===== config.mk =====
export PLATFORM = sky130hd
export DESIGN_NAME = schedule_vm_instruction_execute
export DESIGN_NICKNAME = d
export VERILOG_FILES = /design/src/sv/svmie_pkg.sv /design/src/sv/schedule_vm_instruction_execute.sv /design/src/sv/svmie_ram.sv /design/src/sv/svmie_regfile.sv /design/src/sv/svmie_exec.sv
export SDC_FILE = /design/constraint.sdc
export NUM_CORES = 2
export LEC_CHECK = 0
export ABC_CLOCK_PERIOD_IN_PS = 15800
export BUFFER_PORTS_ARGS = -buffer_cell sky130_fd_sc_hd__clkbuf_2
export CORE_ASPECT_RATIO = 0.9
export CORE_MARGIN = 1.5
export CORE_UTILIZATION = 50
export DETAILED_ROUTE_END_ITERATION = 8
export PLACE_DENSITY = 0.66
export SLEW_MARGIN = 20
export SYNTH_ARGS = -nofsm -noshare
export SYNTH_HDL_FRONTEND = slang
export SYNTH_SLANG_ARGS = --single-unit

===== constraint.sdc =====
create_clock -name clk -period 15.8 [get_ports clk]
set_input_delay 1.58 -clock clk [delete_from_list [all_inputs] [get_ports clk]]
set_output_delay 1.58 -clock clk [all_outputs]
set_load 0.02 [all_outputs]

===== src/sv/svmie_pkg.sv =====
// ----------------------------------------------------------------------------
// svmie_pkg: scheduling VM execute, shared types and opcodes
// Transfer payloads, opcode codes and the register write request.
// ----------------------------------------------------------------------------
package svmie_pkg;

	localparam int REG_IDX_W = 5;
	localparam int DATA_W    = 64;
	localparam int OUT_PC_W  = 16;

	localparam logic [3:0] OP_ADD  = 4'd0;
	localparam logic [3:0] OP_ADDI = 4'd1;
	localparam logic [3:0] OP_BEQ  = 4'd2;
	localparam logic [3:0] OP_BGE  = 4'd3;
	localparam logic [3:0] OP_BLT  = 4'd4;
	localparam logic [3:0] OP_BNE  = 4'd5;
	localparam logic [3:0] OP_DU   = 4'd6;
	localparam logic [3:0] OP_EXE  = 4'd7;
	localparam logic [3:0] OP_WLT  = 4'd8;
	localparam logic [3:0] OP_WU   = 4'd9;
	localparam logic [3:0] OP_JAL  = 4'd10;
	localparam logic [3:0] OP_JALR = 4'd11;
	localparam logic [3:0] OP_STP  = 4'd12;

	typedef struct packed {
		logic [3:0]           mode;
		logic [REG_IDX_W-1:0] reg_a;
		logic [REG_IDX_W-1:0] reg_b;
		logic [REG_IDX_W-1:0] reg_c;
		logic                 a_present;
		logic                 b_present;
		logic signed [DATA_W-1:0] imm_b;
		logic signed [DATA_W-1:0] imm_c;
		logic signed [DATA_W-1:0] now_time;
	} instr_t;

	typedef struct packed {
		logic [OUT_PC_W-1:0]      next_pc;
		logic                     waiting;
		logic                     halted;
		logic                     dispatch_valid;
		logic signed [DATA_W-1:0] dispatch_function;
		logic signed [DATA_W-1:0] dispatch_argument;
	} result_t;

	typedef struct packed {
		logic                 en;
		logic [REG_IDX_W-1:0] idx;
		logic [DATA_W-1:0]    data;
	} reg_wr_t;

endpackage


===== src/sv/schedule_vm_instruction_execute.sv =====
// ----------------------------------------------------------------------------
// schedule_vm_instruction_execute: scheduling VM instruction execute
// Register file read at transfer, then execute into the result register.
// Throughput one instruction per cycle unless result_ready stalls, set by
// the register file write-back with forwarding. Reset clears pc, halt flag,
// register valid bits and both stages; registers read as zero until written.
// ----------------------------------------------------------------------------
module schedule_vm_instruction_execute #(
	parameter int NUM_REGS = 32,
	parameter int PC_WIDTH = 16
) (
	input  logic                clk,
	input  logic                arst_n,
	input  logic                instr_valid,
	output logic                instr_ready,
	input  svmie_pkg::instr_t   instr,
	output logic                result_valid,
	input  logic                result_ready,
	output svmie_pkg::result_t  result
);

	logic                         valid_s1;
	svmie_pkg::instr_t            item_s1;
	logic                         adv_s1;
	logic                         accept;
	logic [PC_WIDTH-1:0]          pc_q;
	logic                         stopped_q;
	logic                         result_valid_q;
	svmie_pkg::result_t           result_q;
	logic [svmie_pkg::DATA_W-1:0] op1, op2;
	logic [PC_WIDTH-1:0]          npc;
	logic                         stopped_nxt;
	svmie_pkg::reg_wr_t           wr_req, wr_gated;
	svmie_pkg::result_t           res;
	logic [svmie_pkg::REG_IDX_W-1:0] rd_idx1;

	assign adv_s1      = valid_s1 && (!result_valid_q || result_ready);
	assign instr_ready = !valid_s1 || adv_s1;
	assign accept      = instr_valid && instr_ready;
	assign rd_idx1     = (instr.mode == svmie_pkg::OP_ADD) ? instr.reg_c : instr.reg_a;

	always_comb begin
		wr_gated    = wr_req;
		wr_gated.en = wr_req.en && adv_s1;
	end

	svmie_regfile #(
		.NUM_REGS(NUM_REGS)
	) u_regfile (
		.clk      (clk),
		.arst_n   (arst_n),
		.rd_en    (accept),
		.rd_idx1  (rd_idx1),
		.rd_idx2  (instr.reg_b),
		.wr       (wr_gated),
		.rd_data1 (op1),
		.rd_data2 (op2)
	);

	svmie_exec #(
		.NUM_REGS(NUM_REGS),
		.PC_WIDTH(PC_WIDTH)
	) u_exec (
		.item        (item_s1),
		.op1         (op1),
		.op2         (op2),
		.pc          (pc_q),
		.stopped     (stopped_q),
		.npc         (npc),
		.stopped_nxt (stopped_nxt),
		.wr          (wr_req),
		.res         (res)
	);

	always_ff @(posedge clk or negedge arst_n) begin
		if (!arst_n) begin
			valid_s1       <= 1'b0;
			result_valid_q <= 1'b0;
			pc_q           <= '0;
			stopped_q      <= 1'b0;
		end else begin
			if (instr_ready) begin
				valid_s1 <= instr_valid;
			end
			if (adv_s1) begin
				result_valid_q <= 1'b1;
				pc_q           <= npc;
				stopped_q      <= stopped_nxt;
			end else if (result_ready) begin
				result_valid_q <= 1'b0;
			end
		end
	end

	always_ff @(posedge clk) begin
		if (accept) begin
			item_s1 <= instr;
		end
		if (adv_s1) begin
			result_q <= res;
		end
	end

	assign result_valid = result_valid_q;
	assign result       = result_q;

endmodule


===== src/sv/svmie_ram.sv =====
// ----------------------------------------------------------------------------
// svmie_ram: generic RAM
// One write port, two read ports with registered read data.
// ----------------------------------------------------------------------------
module svmie_ram #(
	parameter int WIDTH = 64,
	parameter int DEPTH = 32
) (
	input  logic                     clk,
	input  logic                     we,
	input  logic [$clog2(DEPTH)-1:0] waddr,
	input  logic [WIDTH-1:0]         wdata,
	input  logic                     re,
	input  logic [$clog2(DEPTH)-1:0] raddr0,
	input  logic [$clog2(DEPTH)-1:0] raddr1,
	output logic [WIDTH-1:0]         rdata0,
	output logic [WIDTH-1:0]         rdata1
);

	logic [WIDTH-1:0] mem [DEPTH];

	always_ff @(posedge clk) begin
		if (we) begin
			mem[waddr] <= wdata;
		end
		if (re) begin
			rdata0 <= mem[raddr0];
			rdata1 <= mem[raddr1];
		end
	end

endmodule


===== src/sv/svmie_regfile.sv =====
// ----------------------------------------------------------------------------
// svmie_regfile: register file
// RAM with per-entry valid bits, zero for unwritten or absent registers,
// and forwarding of the latest write to reads issued alongside it.
// ----------------------------------------------------------------------------
module svmie_regfile #(
	parameter int NUM_REGS = 32
) (
	input  logic                            clk,
	input  logic                            arst_n,
	input  logic                            rd_en,
	input  logic [svmie_pkg::REG_IDX_W-1:0] rd_idx1,
	input  logic [svmie_pkg::REG_IDX_W-1:0] rd_idx2,
	input  svmie_pkg::reg_wr_t              wr,
	output logic [svmie_pkg::DATA_W-1:0]    rd_data1,
	output logic [svmie_pkg::DATA_W-1:0]    rd_data2
);

	localparam int RF_DEPTH = (NUM_REGS < 32) ? NUM_REGS : 32;
	localparam int RF_AW    = $clog2(RF_DEPTH);

	logic [RF_DEPTH-1:0]                valid_q;
	logic                               ok1_q, ok2_q;
	logic [svmie_pkg::REG_IDX_W-1:0]    idx1_q, idx2_q;
	logic                               byp_en_q;
	logic [svmie_pkg::REG_IDX_W-1:0]    byp_idx_q;
	logic [svmie_pkg::DATA_W-1:0]       byp_data_q;
	logic [svmie_pkg::DATA_W-1:0]       ram1, ram2;
	logic                               rng1, rng2;

	assign rng1 = {1'b0, rd_idx1} < (svmie_pkg::REG_IDX_W + 1)'(RF_DEPTH);
	assign rng2 = {1'b0, rd_idx2} < (svmie_pkg::REG_IDX_W + 1)'(RF_DEPTH);

	svmie_ram #(
		.WIDTH(svmie_pkg::DATA_W),
		.DEPTH(RF_DEPTH)
	) u_ram (
		.clk    (clk),
		.we     (wr.en),
		.waddr  (wr.idx[RF_AW-1:0]),
		.wdata  (wr.data),
		.re     (rd_en),
		.raddr0 (rd_idx1[RF_AW-1:0]),
		.raddr1 (rd_idx2[RF_AW-1:0]),
		.rdata0 (ram1),
		.rdata1 (ram2)
	);

	always_ff @(posedge clk or negedge arst_n) begin
		if (!arst_n) begin
			valid_q  <= '0;
			byp_en_q <= 1'b0;
		end else if (wr.en) begin
			valid_q[wr.idx[RF_AW-1:0]] <= 1'b1;
			byp_en_q <= 1'b1;
		end
	end

	always_ff @(posedge clk) begin
		if (wr.en) begin
			byp_idx_q  <= wr.idx;
			byp_data_q <= wr.data;
		end
		if (rd_en) begin
			ok1_q  <= rng1 && valid_q[rd_idx1[RF_AW-1:0]];
			ok2_q  <= rng2 && valid_q[rd_idx2[RF_AW-1:0]];
			idx1_q <= rd_idx1;
			idx2_q <= rd_idx2;
		end
	end

	// forward the latest write, else zero for unwritten entries
	always_comb begin
		if (byp_en_q && byp_idx_q == idx1_q) begin
			rd_data1 = byp_data_q;
		end else begin
			rd_data1 = ok1_q ? ram1 : '0;
		end
		if (byp_en_q && byp_idx_q == idx2_q) begin
			rd_data2 = byp_data_q;
		end else begin
			rd_data2 = ok2_q ? ram2 : '0;
		end
	end

endmodule


===== src/sv/svmie_exec.sv =====
// ----------------------------------------------------------------------------
// svmie_exec: execute unit
// Operation decode, add, compare, next pc, register write request and result.
// ----------------------------------------------------------------------------
module svmie_exec #(
	parameter int NUM_REGS = 32,
	parameter int PC_WIDTH = 16
) (
	input  svmie_pkg::instr_t            item,
	input  logic [svmie_pkg::DATA_W-1:0] op1,
	input  logic [svmie_pkg::DATA_W-1:0] op2,
	input  logic [PC_WIDTH-1:0]          pc,
	input  logic                         stopped,
	output logic [PC_WIDTH-1:0]          npc,
	output logic                         stopped_nxt,
	output svmie_pkg::reg_wr_t           wr,
	output svmie_pkg::result_t           res
);

	localparam int RF_DEPTH = (NUM_REGS < 32) ? NUM_REGS : 32;

	logic [PC_WIDTH-1:0]                pc_inc;
	logic signed [svmie_pkg::DATA_W-1:0] va, vb, wake;
	logic [svmie_pkg::DATA_W-1:0]       link, base, jsum;
	logic                               both, rng_a;

	always_comb begin
		pc_inc = pc + PC_WIDTH'(1);
		va     = op1;
		vb     = op2;
		wake   = va + item.imm_b;
		link   = svmie_pkg::DATA_W'(pc_inc);
		both   = item.a_present && item.b_present;
		rng_a  = {1'b0, item.reg_a} < (svmie_pkg::REG_IDX_W + 1)'(RF_DEPTH);
		base   = op2;
		jsum   = '0;

		npc         = pc_inc;
		stopped_nxt = stopped;
		wr          = '0;
		wr.idx      = item.reg_a;
		res         = '0;

		if (stopped) begin
			npc = pc;
		end else begin
			case (item.mode)
				svmie_pkg::OP_ADD: begin
					wr.en   = rng_a;
					wr.data = op2 + op1;
				end
				svmie_pkg::OP_ADDI: begin
					wr.en   = rng_a;
					wr.data = op2 + item.imm_c;
				end
				svmie_pkg::OP_BEQ: begin
					if (both && va == vb) npc = item.imm_c[PC_WIDTH-1:0];
				end
				svmie_pkg::OP_BGE: begin
					if (both && !(va < vb)) npc = item.imm_c[PC_WIDTH-1:0];
				end
				svmie_pkg::OP_BLT: begin
					if (both && va < vb) npc = item.imm_c[PC_WIDTH-1:0];
				end
				svmie_pkg::OP_BNE: begin
					if (both && va != vb) npc = item.imm_c[PC_WIDTH-1:0];
				end
				svmie_pkg::OP_DU: begin
					if (item.now_time < wake) begin
						res.waiting = 1'b1;
						npc         = pc;
					end
				end
				svmie_pkg::OP_EXE: begin
					res.dispatch_valid    = 1'b1;
					res.dispatch_function = item.imm_b;
					res.dispatch_argument = item.imm_c;
				end
				svmie_pkg::OP_WLT: begin
					if (!(va < item.imm_b)) begin
						res.waiting = 1'b1;
						npc         = pc;
					end
				end
				svmie_pkg::OP_WU: begin
					if (va < item.imm_b) begin
						res.waiting = 1'b1;
						npc         = pc;
					end
				end
				svmie_pkg::OP_JAL: begin
					wr.en   = rng_a && item.reg_a != '0;
					wr.data = link;
					jsum    = item.imm_b + item.imm_c;
					npc     = jsum[PC_WIDTH-1:0];
				end
				svmie_pkg::OP_JALR: begin
					wr.en   = rng_a && item.reg_a != '0;
					wr.data = link;
					// base sees the link write
					if (wr.en && item.reg_a == item.reg_b) base = link;
					jsum    = base + item.imm_c;
					npc     = jsum[PC_WIDTH-1:0];
				end
				svmie_pkg::OP_STP: begin
					stopped_nxt = 1'b1;
					npc         = pc;
				end
				default: begin
				end
			endcase
		end

		res.next_pc = svmie_pkg::OUT_PC_W'(32'(npc));
		res.halted  = stopped_nxt;
	end

endmodule


==> results.md <==
* DIE WIDTH at 550 µm
* Kind of critical path: reg2reg
* Leakage power at 0.0562 µW
* Hold slack final at 0.494 ns
* Synth cell types at 109
* Total Wirelength at 475000 µm
* Critical path fanouts, max at 64
* Ys async rst share at 0.0196
* Clock slew at reported path FFs at 0.06 ns
* Met3 routed WL at 66700 µm
* Drt wl/cell at 32.7 µm
* Clk_lat worst skew at 0.90 ns
* Final std cells w/o fill at 14.5k
* Crit path DAT at 10.84 ns
* Cells after Synth at 10.6k
* Fillers at 21.4k
* Slew Viols, Final at 0
* Seq pwr share at 0.487
* Initial Util at 0.503
* # placed instances at 14.0k
* PostCTS Resize Cnt at 0
* Period utilization at 0.650
* Cells on worst reg2reg path at 32
* Synth warnings at 0
* Setup-failing EPs final at 0
* Post-Syn Nets at 11.2k
* Total gr overflow at 0
* Syn avg cell area at 12.7 µm²
* Total clock sinks at 2659
* Worst vdd ir at 98.3 µV
* Internal Power at 12000 µW
* DRT iter0 DRCs at 16.1k
* CP required at 16.38 ns
* Worst hold path class: reg2reg
* CP Capture Type: flop
* Overall routing resource usage at 0.342
* Startpoint types: flop
* Setup Skew at 0.0845 ns
* Launch point of the worst path: u_regfile.byp_idx_q[2]
* # Post-CTS Setup Buffers at 0
* Die height at 495 µm
* Crit path depth at 32
* Worst R2R Start: u_regfile.byp_idx_q[2]
* Delay-heaviest family, CP: compound AO/OA/AOI/OAI gates
* Total Neg Setup Slack at 0 ns
* Num rows at 180
* Vias in the first global route at 94.7k
* Post-layout min period at 10.26 ns
* Fin. Hold Viols at 0
* Hold depth at 1
* Max-slew headroom at 0.199
* Synth Register Bits at 2659
* Clock network power share at 0.412
* Final #Nets at 11.3k
* Core area at 268000 µm²
* P_sw at 4080 µW
* Max Cap Viol at 0
* Slowest stage delay, CP at 0.82 ns
* H-tree levels at 5
* Status: finished clean
* Wl on met1 at 178000 µm
* Synthesized cell area at 135000 µm²
* Final ANT Viol Nets at 0
* Dominant cells by area after synthesis: edfxtp_1 58%, mux4_2 11%, nand2_1 6.8%
* Clk buf depth at 4
* Sw Share at 0.253
* WP buf/inv at 2
* CTS tree: built
* First-pass GRT wire length at 673000 µm
* RSZ-0062 raised after global routing: false
* Least-Margin Pin Slew at 1.20 ns
* Post-synth EDFFs at 2607
* Slowest CP cell: and3_4
* Placer Congestion at 0.956
* Die area at 273000 µm²
* FMAX at 97.4 MHz
* Post-synthesis sequential area ratio at 0.591
* Highest metal used: met5
* WL met2 at 208000 µm
* Vias per cell at 6.78
* Initial antenna violation count at 37
* P per Cell Area at 108 nW/µm²
* Residual DRC at 0
* Number of port buffers at 365
* Layout cells sized above 1 at 0.182
* Synth top area share at 0.581
* Synth-to-layout area growth at 11.3%
* # hold bufs at CTS at 0
* Combinational share of power at 0.101
* Synth area leader: edfxtp_1
* Detailed placement HPWL at 289000 µm
* HP Start: valid_s1
* Root buffer cell: clkbuf_16
* Total number of vias at 98.6k
* TritonCTS Buffers at 290
* # IOs at 366
* Prevailing post-synth register cell: edfxtp_1
* Maximum number of pins on one net before global-route repair at 187
* First-pass DRT Iterations at 9
[worst register-to-register path: cells and delay by family (launching register included)]
kind,cells,cell delay (ns)
buffers and inverters,2,0.17
adder cells (fa/ha/maj),3,0.87
AND/OR/NAND/NOR,11,3.82
AO/OA/AOI/OAI,13,4.05
XOR/XNOR,2,0.34
multiplexers,1,0.30
flip-flops,1,0.41
[per-stage QoR]
stage,setup slack (ns),util,area (µm²),power [µW]
5_1_grt,5.09,0.560,150000,16500
3_5_place_dp,5.64,0.526,141000,9590
4_1_cts,5.57,0.560,150000,16100
6_report,5.54,0.560,150000,16100
2_1_floorplan,2.81,-,135000,8980
3_3_place_gp,5.62,0.526,141000,9580
[Yosys cell counts, types with 42 or more instances]
master	n
a21o_1	107
a21oi_1	260
a311o_1	65
a311oi_1	394
and2_1	80
and3_1	233
buf_1	92
buf_2	46
clkbuf_1	615
dfrtp_1	52
edfxtp_1	2607
ha_1	348
inv_1	221
mux2_2	135
mux4_2	650
nand2_1	2432
nand3_1	896
nand4_1	42
nor2_1	280
nor3_1	49
nor4_1	82
o21a_1	58
o21ai_0	115
o21bai_1	45
o31ai_1	85
xnor2_1	117
xor2_1	66
[metal layers]
layer	vias to the layer above	GRT usage
li1	40800	-
met4	20	0.136
met3	1281	0.0986
met2	7432	0.510
met5	-	0
met1	49100	0.473
[power by group through the flow]
stage                     Combinational, µW  Clock (µW)  Sequential (µW)
after floorplan                        1010           0             7970
after global placement                 1580           0             8000
after detailed placement               1590           0             7990
after CTS                              1600        6690             7850
after global routing                   1730        6950             7850
final                                  1630        6650             7850
[cell families (layout without fill, tap and decap cells)]
logic type | count (synthesis) | after routing | share of synthesized area
and+or+nand+nor | 4261 | 4261 | 0.140
DFF | 2659 | 2659 | 0.591
xor gates and xnor gates | 184 | 184 | 0.0121
buffers and inverters | 986 | 1357 | 0.0280
AOI/OAI and AO/OA | 1358 | 1358 | 0.0755
adders and majority gates | 353 | 353 | 0.0330
muxes | 800 | 800 | 0.121
other | 0 | 7 | 0
[path summary, 6_finish.rpt]
check / to / slack (ns)
setup / recovery: result[139] / 5.54
setup reg to reg: result[139] / 5.54
min in group asynchronous: u_regfile.valid_q[22] / 0.90
max in group asynchronous: stopped_q / 14.16
hold / removal: result_valid / 0.49
hold reg to reg: result_valid / 0.49
[placed cells by master (no fill, tap or decap), types with 78 or more instances in the layout]
| master | count |
|---|---|
| ha_1 | 348 |
| inv_1 | 218 |
| o31ai_1 | 78 |
| mux4_2 | 650 |
| clkbuf_2 | 360 |
| clkbuf_16 | 295 |
| nor4_1 | 82 |
| buf_4 | 232 |
| xnor2_1 | 117 |
| mux2_2 | 135 |
| a311oi_1 | 394 |
| nand2_1 | 2429 |
| edfxtp_1 | 2607 |
| nand3_1 | 895 |
| a21o_1 | 107 |
| o21ai_0 | 115 |
| nor2_1 | 208 |
| a21oi_1 | 258 |
| and3_1 | 231 |
| and2_1 | 79 |
[layout make-up]
type / instances / area, µm² / share of cell area
Clock buffer: 360 / 7670 / 0.0511
Antenna cell: 7 / 17.5 / 0.000117
Multi-Input combinational cell: 6956 / 51900 / 0.346
Clock inverter: 156 / 1460 / 0.00972
Sequential cell: 2659 / 79600 / 0.531
Inverter: 229 / 892 / 0.00595
Tap cell: 3549 / 4440 / 0.0296
Timing Repair Buffer: 612 / 3910 / 0.0261
[registers in the layout (all words and copies together), names as in the netlist, 5 cells and up]
register and count:
result 147, u_regfile.idx1_q 5, u_regfile.byp_data_q 64, u_regfile.u_ram.rdata1 64, u_regfile.idx2_q 5, u_regfile.u_ram.mem 2048, u_regfile.valid_q 32, u_regfile.u_ram.rdata0 64
item_s1 203, pc_q 16, u_regfile.byp_idx_q 5
No activity file was read; power rests on OpenSTA's default activity.
